==> src/hw/rtl/dfs_pkg.sv <==
// shared constants, types and helpers for the delimiter field splitter
package dfs_pkg;

  // widest separator and width of position counters
  localparam int MaxSep = 4;
  localparam int PosBits = 16;
  localparam int SepIdxW = (MaxSep > 1) ? $clog2(MaxSep) : 1;
  localparam int LenW = $clog2(MaxSep + 1);
  localparam int SepBytesW = 32;
  localparam int SepLenW = 3;
  localparam int OutW = 16;
  localparam logic [PosBits-1:0] PosMax = '1;
  localparam logic [OutW-1:0] PartMax = '1;

  // configuration register indexes
  typedef enum logic [0:0] {
    CFG_SEP_BYTES = 1'b0,
    CFG_SEP_LEN   = 1'b1
  } cfg_idx_t;

  // c-locale whitespace: tab, newline, vertical tab, form feed, return, space
  function automatic logic is_space(input logic [7:0] c);
    return (c == 8'd32) || ((c >= 8'd9) && (c <= 8'd13));
  endfunction

  // saturate a sum that carries one extra bit
  function automatic logic [PosBits-1:0] sat_pos(input logic [PosBits:0] s);
    return s[PosBits] ? PosMax : s[PosBits-1:0];
  endfunction

endpackage

==> src/hw/rtl/delimiter_field_splitter_core.sv <==
// delimiter field splitter: cuts a byte stream at a separator and trims parts
//
// Usage: bytes of a string arrive on the in_ channel one item each; an item
// with in_is_end set closes the string. The user must write the separator
// (1 to 4 bytes, first byte in the low bits) and its length on the cfg_ port
// only while the block is idle; the block itself does not enforce this.
// For every part the block sends one item on the out_ channel: part number,
// offset of the first non-whitespace byte (or the raw start for a blank
// part), trimmed length, a blank flag and a final flag. A part is sent with
// the item that carries the last separator byte, or with the end item; an
// empty last part gives nothing. An accepted item passes the input register,
// then the result register, from which its result is taken.
// Throughput: one item per cycle while out_stall holds no result, set by the
// single registered pass over the separator window and the part counters.
// Stalls: a result held by out_stall parks in the output register; one more
// item waits in the input register, after which in_stall rises.
// Reset: rst_n (synchronous, active low) empties both registers, clears all
// per-string state and loads separator ',' with length 1.
module delimiter_field_splitter_core
  import dfs_pkg::*;
(
  input  logic                 clk,
  input  logic                 rst_n,
  // configuration
  input  logic                 cfg_wr_en,
  input  logic [0:0]           cfg_index,
  input  logic [SepBytesW-1:0] cfg_wdata,
  // input items
  input  logic                 in_valid,
  output logic                 in_stall,
  input  logic [7:0]           in_text_byte,
  input  logic                 in_is_end,
  // result items
  output logic                 out_valid,
  input  logic                 out_stall,
  output logic [OutW-1:0]      out_part_number,
  output logic [OutW-1:0]      out_start_offset,
  output logic [OutW-1:0]      out_trimmed_length,
  output logic                 out_is_blank,
  output logic                 out_is_final
);

  // configuration registers
  logic [SepBytesW-1:0] sep_bytes_r;
  logic [SepLenW-1:0]   sep_len_r;

  // input register
  logic       s1_valid_r;
  logic [7:0] s1_byte_r;
  logic       s1_end_r;

  // per-string state
  logic [PosBits-1:0] byte_pos_r, byte_pos_nxt;
  logic [PosBits-1:0] part_start_r, part_start_nxt;
  logic [7:0]         recent_r [MaxSep];
  logic [7:0]         recent_nxt [MaxSep];
  logic [PosBits-1:0] in_part_r, in_part_nxt;
  logic [PosBits-1:0] first_ns_r, first_ns_nxt;
  logic [PosBits-1:0] last_ns_r, last_ns_nxt;
  logic               seen_ns_r, seen_ns_nxt;
  logic [OutW-1:0]    part_cnt_r, part_cnt_nxt;

  // result register
  logic            out_valid_r;
  logic [OutW-1:0] out_num_r, out_start_r, out_len_r;
  logic            out_blank_r, out_final_r;

  logic               advance;
  logic               produce;
  logic               match;
  logic [LenW-1:0]    eff_len;
  logic [PosBits-1:0] n_byte;
  logic [PosBits-1:0] pend;
  logic               em_seen;
  logic [PosBits-1:0] em_first, em_last;
  logic [SepIdxW-1:0] widx;
  logic [PosBits:0]   psum;

  // handshake
  assign advance  = s1_valid_r && (!out_valid_r || !out_stall);
  assign in_stall = s1_valid_r && out_valid_r && out_stall;

  // clamp the separator length into 1..MaxSep
  always_comb begin
    if (sep_len_r == '0) begin
      eff_len = LenW'(1);
    end else if (32'(sep_len_r) > MaxSep) begin
      eff_len = LenW'(MaxSep);
    end else begin
      eff_len = LenW'(sep_len_r);
    end
  end

  // byte count of the part including this byte, and bytes still pending at end
  assign n_byte = sat_pos({1'b0, in_part_r} + (PosBits+1)'(1));
  assign pend = (in_part_r < PosBits'(eff_len - LenW'(1))) ?
                in_part_r : PosBits'(eff_len - LenW'(1));

  // shifted window, newest byte first
  always_comb begin
    recent_nxt[0] = s1_byte_r;
    for (int k = 1; k < MaxSep; k++) begin
      recent_nxt[k] = recent_r[k-1];
    end
  end

  // separator compare over the new window
  always_comb begin
    logic [SepIdxW-1:0] idx;
    logic [7:0]         sb;
    idx = '0;
    sb = '0;
    match = (n_byte >= PosBits'(eff_len));
    for (int k = 0; k < MaxSep; k++) begin
      idx = SepIdxW'(eff_len - LenW'(1) - LenW'(k));
      sb = (k < 4) ? sep_bytes_r[8*(k%4) +: 8] : 8'd0;
      if ((LenW'(k) < eff_len) && (recent_nxt[idx] != sb)) begin
        match = 1'b0;
      end
    end
  end

  // trimming state after committing the bytes held back at the end marker
  always_comb begin
    logic [PosBits:0] s;
    s = '0;
    em_seen = seen_ns_r;
    em_first = first_ns_r;
    em_last = last_ns_r;
    for (int i = MaxSep - 1; i >= 0; i--) begin
      s = {1'b0, part_start_r} + {1'b0, in_part_r} - (PosBits+1)'(i) - (PosBits+1)'(1);
      if ((PosBits'(i) < pend) && !is_space(recent_r[i])) begin
        if (!em_seen) begin
          em_first = sat_pos(s);
          em_seen = 1'b1;
        end
        em_last = sat_pos(s);
      end
    end
  end

  // oldest byte that can no longer open a separator and its position
  assign widx = SepIdxW'(eff_len - LenW'(1));
  assign psum = {1'b0, part_start_r} + {1'b0, n_byte} - (PosBits+1)'(eff_len);

  // next state and result
  always_comb begin
    byte_pos_nxt   = byte_pos_r;
    part_start_nxt = part_start_r;
    in_part_nxt    = in_part_r;
    first_ns_nxt   = first_ns_r;
    last_ns_nxt    = last_ns_r;
    seen_ns_nxt    = seen_ns_r;
    part_cnt_nxt   = part_cnt_r;
    produce        = 1'b0;
    if (s1_end_r) begin
      produce        = (in_part_r != '0);
      byte_pos_nxt   = '0;
      part_start_nxt = '0;
      in_part_nxt    = '0;
      first_ns_nxt   = '0;
      last_ns_nxt    = '0;
      seen_ns_nxt    = 1'b0;
      part_cnt_nxt   = '0;
    end else begin
      byte_pos_nxt = sat_pos({1'b0, byte_pos_r} + (PosBits+1)'(1));
      if (match) begin
        produce        = 1'b1;
        part_cnt_nxt   = (part_cnt_r != PartMax) ? part_cnt_r + OutW'(1) : part_cnt_r;
        in_part_nxt    = '0;
        first_ns_nxt   = '0;
        last_ns_nxt    = '0;
        seen_ns_nxt    = 1'b0;
        part_start_nxt = byte_pos_nxt;
      end else begin
        in_part_nxt = n_byte;
        if ((n_byte >= PosBits'(eff_len)) && !is_space(recent_nxt[widx])) begin
          if (!seen_ns_r) begin
            first_ns_nxt = sat_pos(psum);
            seen_ns_nxt  = 1'b1;
          end
          last_ns_nxt = sat_pos(psum);
        end
      end
    end
  end

  // result fields for the part being closed
  logic            res_seen;
  logic [PosBits-1:0] res_first, res_last;
  assign res_seen  = s1_end_r ? em_seen : seen_ns_r;
  assign res_first = s1_end_r ? em_first : first_ns_r;
  assign res_last  = s1_end_r ? em_last : last_ns_r;

  // configuration writes
  always_ff @(posedge clk) begin
    if (!rst_n) begin
      sep_bytes_r <= SepBytesW'(44);
      sep_len_r   <= SepLenW'(1);
    end else if (cfg_wr_en) begin
      case (cfg_index)
        CFG_SEP_BYTES: sep_bytes_r <= cfg_wdata;
        CFG_SEP_LEN:   sep_len_r <= cfg_wdata[SepLenW-1:0];
        default:       sep_len_r <= sep_len_r;
      endcase
    end
  end

  // input register
  always_ff @(posedge clk) begin
    if (!rst_n) begin
      s1_valid_r <= 1'b0;
    end else if (!in_stall) begin
      s1_valid_r <= in_valid;
    end
  end

  always_ff @(posedge clk) begin
    if (!in_stall && in_valid) begin
      s1_byte_r <= in_text_byte;
      s1_end_r  <= in_is_end;
    end
  end

  // per-string state
  always_ff @(posedge clk) begin
    if (!rst_n) begin
      byte_pos_r   <= '0;
      part_start_r <= '0;
      in_part_r    <= '0;
      first_ns_r   <= '0;
      last_ns_r    <= '0;
      seen_ns_r    <= 1'b0;
      part_cnt_r   <= '0;
      for (int k = 0; k < MaxSep; k++) begin
        recent_r[k] <= '0;
      end
    end else if (advance) begin
      byte_pos_r   <= byte_pos_nxt;
      part_start_r <= part_start_nxt;
      in_part_r    <= in_part_nxt;
      first_ns_r   <= first_ns_nxt;
      last_ns_r    <= last_ns_nxt;
      seen_ns_r    <= seen_ns_nxt;
      part_cnt_r   <= part_cnt_nxt;
      if (!s1_end_r) begin
        for (int k = 0; k < MaxSep; k++) begin
          recent_r[k] <= recent_nxt[k];
        end
      end
    end
  end

  // result register
  always_ff @(posedge clk) begin
    if (!rst_n) begin
      out_valid_r <= 1'b0;
    end else if (advance) begin
      out_valid_r <= produce;
    end else if (!out_stall) begin
      out_valid_r <= 1'b0;
    end
  end

  always_ff @(posedge clk) begin
    if (advance && produce) begin
      out_num_r   <= part_cnt_r;
      out_final_r <= s1_end_r;
      out_blank_r <= !res_seen;
      out_start_r <= res_seen ? OutW'(res_first) : OutW'(part_start_r);
      out_len_r   <= res_seen ? OutW'(res_last - res_first + PosBits'(1)) : '0;
    end
  end

  assign out_valid          = out_valid_r;
  assign out_part_number    = out_num_r;
  assign out_start_offset   = out_start_r;
  assign out_trimmed_length = out_len_r;
  assign out_is_blank       = out_blank_r;
  assign out_is_final       = out_final_r;

endmodule

==> config.mk <==
export PLATFORM = sky130hd
export DESIGN_NAME = delimiter_field_splitter_core
export DESIGN_NICKNAME = d
export VERILOG_FILES = /design/src/hw/rtl/dfs_pkg.sv /design/src/hw/rtl/delimiter_field_splitter_core.sv
export SDC_FILE = /design/constraint.sdc
export NUM_CORES = 1
export LEC_CHECK = 0
export BUFFER_PORTS_ARGS = -buffer_cell sky130_fd_sc_hd__buf_4
export CAP_MARGIN = 20
export CORE_MARGIN = 3
export CORE_UTILIZATION = 35
export DETAILED_ROUTE_END_ITERATION = 10
export GPL_ROUTABILITY_DRIVEN = 0
export PLACE_DENSITY = 0.51
export SYNTH_ARGS = -nofsm -noshare
export SYNTH_HDL_FRONTEND = slang
export SYNTH_SLANG_ARGS = --single-unit
==> constraint.sdc <==
create_clock -name clk -period 11.28 [get_ports clk]
set_clock_uncertainty 0.2 [all_clocks]
set_input_delay 2.256 -clock clk [delete_from_list [all_inputs] [get_ports clk]]
set_output_delay 2.256 -clock clk [all_outputs]
set_load 0.05 [all_outputs]
Word-level counts from Yosys, hierarchy flattened --
Memory sizes are Yosys's and may differ from the RTL's. Index checks and enable logic that the tools add are counted.
Storage, ports and cells: register bits after elaboration 193, latch bits 0, RAM bits 32, ROM bits 0, input bits 47, output and inout bits 52, memories 1
Cells by class: $add $sub $neg 19, $mul 0, divide/modulo/power cells 0, $lt $le $gt $ge 25, eq/ne operators 12, shifts and indexed selects 0, mux-type cells 77, bitwise gates (word level) 9, reductions and logical operators 45
Memory list:
- recent_r | words 4, bits a word 8, rd ports 4, clocked after memory_dff 0, wr ports 4, line delimiter_field_splitter_core.sv:55 | logic [7:0] recent_r [MaxSep];
Operators with widths (number):
- 2-to-1 mux 16 bit | 38
- 2-to-1 mux 8 bit | 12
- subtractor 17 x 1 -> 17 bit (second input constant) | 4
- binary-select mux 8 bit (select 2 bit) | 4
- == test 8 x 6 -> 1 bit (second input constant) | 5
- >= comparator 8 x 4 -> 1 bit (second input constant) | 5
- <= comparator 8 x 4 -> 1 bit (second input constant) | 5
- adder 16 x 1 -> 17 bit (second input constant) | 2
- adder 16 x 16 -> 17 bit | 2
- subtractor 17 x 2 -> 17 bit (second input constant) | 2
- adder 16 x 1 -> 16 bit (second input constant) | 2
- less-than comparator 1 x 16 -> 1 bit (first input constant) | 2
- less-than comparator 2 x 16 -> 1 bit (first input constant) | 2
- inequality test 8 bit | 4
- 2-to-1 mux 1 bit | 21
- logical AND 1 bit | 19
- subtractor 17 x 3 -> 17 bit | 1
- >= comparator 16 x 3 -> 1 bit | 1
- less-than comparator 16 bit | 1
- inequality test 16 bit (second input constant) | 1
- nonzero test 16 bit | 1
- subtractor 16 bit | 1
- >= comparator 3 bit (second input constant) | 4
- NOT 2 -> 3 bit | 4
- other kinds (18) | 44

Depth between registers and ports, before layout --
Gate-level depths: netlist of run 1.
word-level depth 18, depth in mapped cells 35

Least setup slack after synthesis of run 1 --
Ideal clock, no wire load.
path kind flip-flop to flip-flop, start point reg in_part_r[0], end point reg out_len_r[15], in the netlist out_trimmed_length[15] (data pin), setup time 0.261 ns, arrival time 7.120 ns, required time 10.819 ns, setup slack 3.699 ns, stages on the path, launching flop included 34, cells stage by stage dfxtp_1 > ha_1 > inv_1 > fa_1 > xor2_1 > ha_1 > a21boi_1 > xnor2_1 > nand3_1 > nor4_1 > o211ai_1 > a2111oi_4 > xnor2_1 > buf_2 > nand2_1 > a211o_1 > a22o_1 > ha_1 > inv_1 > ha_1 > fa_1 > a21o_1 > a21oi_1 > o21bai_1 > a21oi_1 > o21bai_1 > a21oi_1 > nor2b_1 > o21a_1 > o41ai_1 > mux2i_1 > nor2_1 > xor2_1 > mux2i_1
On the way: cells in the longest elaborated chain, start to end 15
Ends and longest elaborated chain:
- start, declared | line delimiter_field_splitter_core.sv:57 | logic [PosBits-1:0] in_part_r, in_part_nxt;
- start signal, assigned | line delimiter_field_splitter_core.sv:241 | in_part_r <= in_part_nxt;
- adder 16 x 16 -> 17 bit | line delimiter_field_splitter_core.sv:131 | s = {1'b0, part_start_r} + {1'b0, in_part_r} - (PosBits+1)'(i) - (PosBits+1)'(1);
- subtractor 17 x 2 -> 17 bit | line delimiter_field_splitter_core.sv:131
- subtractor 17 x 1 -> 17 bit | line delimiter_field_splitter_core.sv:131
- 2-to-1 mux 16 bit | line dfs_pkg.sv:28 | return s[PosBits] ? PosMax : s[PosBits-1:0];
- 2-to-1 mux 16 bit | line delimiter_field_splitter_core.sv:133 | if (!em_seen) begin
- 2-to-1 mux 16 bit | line delimiter_field_splitter_core.sv:132 | if ((PosBits'(i) < pend) && !is_space(recent_r[i])) begin
- 2-to-1 mux 16 bit | line delimiter_field_splitter_core.sv:133
- 2-to-1 mux 16 bit | line delimiter_field_splitter_core.sv:132
- 2-to-1 mux 16 bit | line delimiter_field_splitter_core.sv:133
- 2-to-1 mux 16 bit | line delimiter_field_splitter_core.sv:132
- 2-to-1 mux 16 bit | line delimiter_field_splitter_core.sv:133
- 2-to-1 mux 16 bit | line delimiter_field_splitter_core.sv:132
- 2-to-1 mux 16 bit | line delimiter_field_splitter_core.sv:192 | assign res_first = s1_end_r ? em_first : first_ns_r;
- subtractor 16 bit | line delimiter_field_splitter_core.sv:271 | out_len_r <= res_seen ? OutW'(res_last - res_first + PosBits'(1)) : '0;
- adder 16 x 1 -> 16 bit | line delimiter_field_splitter_core.sv:271
- end signal, assigned | line delimiter_field_splitter_core.sv:271
- end, declared | line delimiter_field_splitter_core.sv:65 | logic [OutW-1:0] out_num_r, out_start_r, out_len_r;
Several ways; a longest one is shown, not always the timed one. A chain may end at the register's enable or synchronous reset.

Worst setup path after layout of run 1 --
Ends and elaborated chain as after synthesis.

==> flow_summary.ini, run 1 <==
[detailed_routing]
drc = 0
via_count = 14300
first_iter_violations = 1369
viasPerCell = 5.60
post_drt_wl_per_cell_um = 20.2
drt-total-wl_mm = 51.4
drt-pass1-iter-count = 6
drtAntennaViolNets = 0

[cts]
cts_max_path_buffers = 3
clkTransAtPathRegs_ns = 0.07
holdBufCountCts = 0
insertion_delay_ns = 0.58
cts_resized = 0
cts_tree = done
clockRootBuffer = clkbuf_16
htreeDepth = 1
post_cts_buffers = 0
clock_sinks = 217
cts_buffers = 28

[layout]
drive_above_1_share_pct = 12.9
largest_reg_flops = 32
num-fill-cells = 4476
nets = 2073
fin_cells = 2547
regMostFlops = sep_bytes_r
num_antenna_cells = 0
synthToLayoutAreaGrowth_pct = 14.1
largestRegisters = sep_bytes_r: 32 flops, recent_r: 24 flops

[min_path]
min_path_type = reg -> reg
hold_depth = 0
whs_endpoint = out_part_number[13]
min_from = part_cnt_r[13]

[critical_path]
critPathMaxStageDelay_ns = 0.58
cp.arrival_ns = 8.90
path_class = reg -> reg
critPathRequiredTime_ns = 11.41
end_kind = flip-flop
crit_top_cell = ha_1
reg2reg_slack_ns = 2.50
crit_slowest_cell = o41ai_1
r2r_end = out_trimmed_length[15]
critPathMaxFanout = 21
r2r_start = in_part_r[0]
worst_r2r_path_depth = 33
cp-start-kind = flip-flop

[run_status]
status = completed

[placed_design]
placed_cells = 2495
io_buffer_count = 98
dp_hpwl_mm = 39.0

[pwr]
internal-power_uw = 1690
p_seq_share_pct = 34.4
p_leak_uw = 0.00700
p_sw_share_pct = 35.7
pwr-share-clk_pct = 32.6
power.density_nw_per_um2 = 145
ir_drop_v = 0.000118
p_comb_share_pct = 33.0
switchingPower_uw = 938

[die]
start_util_pct = 35.7
die_w_um = 219
core_um2 = 44500
fp.dieH_um = 219
die_area_um2 = 48000
placementRows = 77
ios = 99

[yosys]
yosys.area.top_type = dfxtp_1
synth_top_area_share_pct = 16.9
syn-num-nets = 2019
yosysMostFrequentCell = nand2_1
synth-edff-count = 83
synthTopCellsByCount = nand2_1 (211), nor2_1 (154), dfxtp_1 (134), xnor2_1 (101), a21oi_1 (100)
yosys-top-cells-area = dfxtp_1 (17%), edfxtp_1 (16%), ha_1 (6.9%)
synthCells = 1879
synthArstFlopShare_pct = 0
avgSynthCellArea_um2 = 8.45
synth_seq_cells = 217
synth-main-ff-cell = dfxtp_1
synthesis.area_um2 = 15900
ys_seq_area_share_pct = 32.6
yosysUniqueCellTypes = 97
ys_warn_count = 0

[timing]
tns_ns = 0
finalSetupViolCount = 0
min_period_ns = 8.78
period_share_pct = 77.8
worst_slew_pin_slew_ns = 1.01
drv_slew = 0
hold_viol = 0
rsz0062_at_grt = no
fmax_mhz = 114
relSlewSlack_pct = 32.6

[global_route]
grt_pass1_vias = 13700
grt_use_total_pct = 21.2
grt_pass1_wl_mm = 80.4
grt_max_degree = 59
grt_overflow = 0
grt_antenna_before_repair = 0

[run]
max_cap_viol_count = 0
==> cell families after synthesis <==
family,synth area share [%]
xor+xnor,7.77
fa+ha+maj,7.57
buf+inv,4.95
flops,32.6
simple gates,21.1
compound gates,21.7
mux,4.40
==> critical path, delay by kind of cell (launching register included) <==
family          cells  cell delay (ns)
compound gates     13             3.28
fa+ha+maj           6             1.88
xor+xnor            4             1.07
simple gates        5             0.85
flops               1             0.47
buf+inv             3             0.40
mux                 2             0.38
==> area by class of cell <==
| cell class | count | area [µm²] | share of cell area (%) |
|---|---|---|---|
| Multi-Input combinational cell | 1461 | 9970 | 55.0 |
| Sequential cell | 217 | 5170 | 28.6 |
| Timing Repair Buffer | 124 | 971 | 5.36 |
| Clock buffer | 40 | 807 | 4.45 |
| Tap cell | 592 | 741 | 4.09 |
| Inverter | 101 | 379 | 2.09 |
| Clock inverter | 12 | 77.6 | 0.428 |
==> power groups by stage <==
stage / clock, µW / sequential, µW / combinational, µW
finish: 857 / 903 / 866
global placement: 0 / 918 / 853
detailed placement: 0 / 918 / 857
CTS: 879 / 902 / 863
floorplan: 0 / 919 / 604
global route: 914 / 906 / 954
==> routing by layer <==
layer	track usage, %	routed length, µm
met5	0	0
met4	6.65	1840
met3	2.45	2690
met2	34.7	23600
met1	29.2	23300
==> how the worst max path moves through the flow <==
stage / start / to
CTS: in_part_r[0] / out_trimmed_length[15]
finish: in_part_r[0] / out_trimmed_length[15]
global placement: in_part_r[0] / out_trimmed_length[15]
detailed placement: in_part_r[0] / out_trimmed_length[15]
global route: in_part_r[0] / out_trimmed_length[15]
floorplan: in_part_r[0] / out_trimmed_length[15]
==> cell usage in the layout, fill, tap and decap left out, types with 10 or more instances in the layout <==
cell type	netlist	layout
nand2b_1	11	11
nand3_1	58	58
nand4_1	25	25
mux2i_1	38	38
nor4_1	18	18
nand2_1	211	211
a22oi_1	21	21
nor2b_1	48	46
a21o_1	19	19
xnor2_1	101	101
dfxtp_1	134	134
a21boi_0	42	42
clkbuf_16	0	29
nor2_1	154	154
and2_1	60	60
edfxtp_1	83	83
o21a_1	16	14
and3_1	19	19
xor2_1	38	38
buf_4	1	122
ha_1	88	88
a31oi_1	25	25
or2_2	10	10
o221a_2	13	13
a211oi_1	35	35
o21ai_0	83	82
a21oi_1	100	98
inv_1	99	99
nor3_1	28	28
==> metrics by stage <==
| stage | util [%] | area, µm² | hold slack [ns] | total power [µW] | setup WS, ns |
|---|---|---|---|---|---|
| detailed placement | 38.7 | 17200 | 0.240 | 1780 | 2.52 |
| floorplan | - | 15900 | 0.208 | 1520 | 3.70 |
| finish | 40.7 | 18100 | 0.248 | 2630 | 2.50 |
| global route | 40.7 | 18100 | 0.271 | 2770 | 1.76 |
| global placement | 38.6 | 17200 | 0.231 | 1770 | 2.63 |
| CTS | 40.7 | 18100 | 0.255 | 2640 | 2.51 |
(Power assumes the default switching activity.)
==> inputs of run 2 (changes only) <==
Settings changed: PLACE_DENSITY 0.51 to 0.53.
Clock period 11.28 ns to 7.5 ns, I/O delays scaled along.
==> run 2 against run 1 <==
Clock power rose by 42%; sequential power rose by 50%; utilization rose by 2.0 points; fmax rose by 20%; critical path type unchanged.
==> flow_summary.ini, run 2 (synthesized netlist as in run 1, its figures left out) <==
[run_status]
status = completed

[cts]
clkTransAtPathRegs_ns = 0.06
clockRootBuffer = clkbuf_16
holdBufCountCts = 0
cts_max_path_buffers = 3
cts_tree = done
clock_sinks = 217
insertion_delay_ns = 0.56
cts_buffers = 26
htreeDepth = 1

[detailed_routing]
drc = 0
first_iter_violations = 1172
post_drt_wl_per_cell_um = 19.7
drt-pass1-iter-count = 6
drt-total-wl_mm = 52.2
viasPerCell = 5.52
drtAntennaViolNets = 0
via_count = 14600

[min_path]
min_path_type = reg -> reg
min_from = part_cnt_r[13]

[global_route]
grt_pass1_vias = 14100
grt_antenna_before_repair = 0
grt_pass1_wl_mm = 81.0
grt_max_degree = 61
grt_use_total_pct = 21.3
grt_overflow = 0

[critical_path]
cp.arrival_ns = 7.39
critPathLaunch = in_part_r[0]
critPathMaxStageDelay_ns = 0.40
crit_slowest_cell = a2111oi_4
end_kind = flip-flop
critPathMaxFanout = 5
r2r_start = in_part_r[0]
path_class = reg -> reg
cp-start-kind = flip-flop
critPathRequiredTime_ns = 7.60

[timing]
hold_viol = 0
relSlewSlack_pct = 30.4
period_share_pct = 97.2
fmax_mhz = 137
setup_ws_ns = 0.212
tns_ns = 0
drv_slew = 0
finalSetupViolCount = 0
worst_slew_pin_slew_ns = 1.04
min_period_ns = 7.29

[layout]
num_antenna_cells = 0
num-fill-cells = 4459
synthToLayoutAreaGrowth_pct = 19.8
nets = 2180
drive_above_1_share_pct = 18.6
regMostFlops = sep_bytes_r
largestRegisters = sep_bytes_r: 32 flops, recent_r: 24 flops
fin_util_pct = 42.7
largest_reg_flops = 32
fin_cells = 2652
layout_common_cells = buf_4 (227), nand2_1 (208), nor2_1 (154)
layout_commonest_cell = buf_4

[die]
ios = 99
core_um2 = 44500
die_area_um2 = 48000
start_util_pct = 35.7
placementRows = 77
die_w_um = 219
fp.dieH_um = 219

[run]
max_cap_viol_count = 0

[placed_design]
placed_cells = 2590
dp_hpwl_mm = 39.6
io_buffer_count = 98
dp_slack_ns = -0.167

[pwr]
power.density_nw_per_um2 = 212
ir_drop_v = 0.000140
p_leak_uw = 0.00753
==> run 2: layout make-up <==
type	count	area [µm²]	share of cell area (%)
inverters	101	379	1.99
well taps	592	741	3.89
clock buffers	35	736	3.87
flip-flops and latches	217	5180	27.2
repair buffers	233	1800	9.45
clock inverters	13	73.8	0.388
multi-input cells	1461	10100	53.2
==> run 2: worst max-delay path, delay by kind of cell (launching register included) <==
family,cells,cell delay [ns]
buffers and inverters,4,0.37
AND/OR/NAND/NOR,5,0.51
adder cells (fa/ha/maj),5,1.38
flip-flops,1,0.36
XOR/XNOR,2,0.33
multiplexers,3,0.68
AO/OA/AOI/OAI,15,3.17
==> run 2: path summary, 6_finish.rpt <==
check	depth (start not counted)	slack, ns	endpoint
max	34	0.21	out_trimmed_length[15]
min	0	0.25	out_part_number[13]
max reg2reg	34	0.21	out_trimmed_length[15]
min reg2reg	0	0.25	out_part_number[13]
==> run 2: repair_timing <==
action	4_1_cts	5_1_grt
endpoints found under the hold margin	0	0
pin swaps	8	23
endpoints found under the setup margin	2	4
resized for setup	7	26
setup buffers	3	8
==> run 2: report_power, final <==
part	switching (µW)	leakage (µW)	internal, µW	total (µW)
Clock	526	0.000402	689	1220
Sequential	58.0	0.00189	1290	1350
Combinational	845	0.00523	613	1460
Total	1430	0.00753	2590	4020
==> run 2: layer usage <==
metal	track usage, %	vias to the layer above	part of all wire, %
met5	0	-	0
met4	6.72	0	3.4
met3	2.45	107	5.5
met2	35.3	510	46
met1	29.2	6958	45
li1	-	7071	-
==> run 2: metrics by stage <==
stage,total power (µW),instance area (µm²),hold WS (ns)
floorplan,2290,15900,0.208
global placement,2740,17900,0.230
CTS,3990,18800,0.250
detailed placement,2750,17900,0.233
global route,4240,19000,0.269
finish,4020,19000,0.246
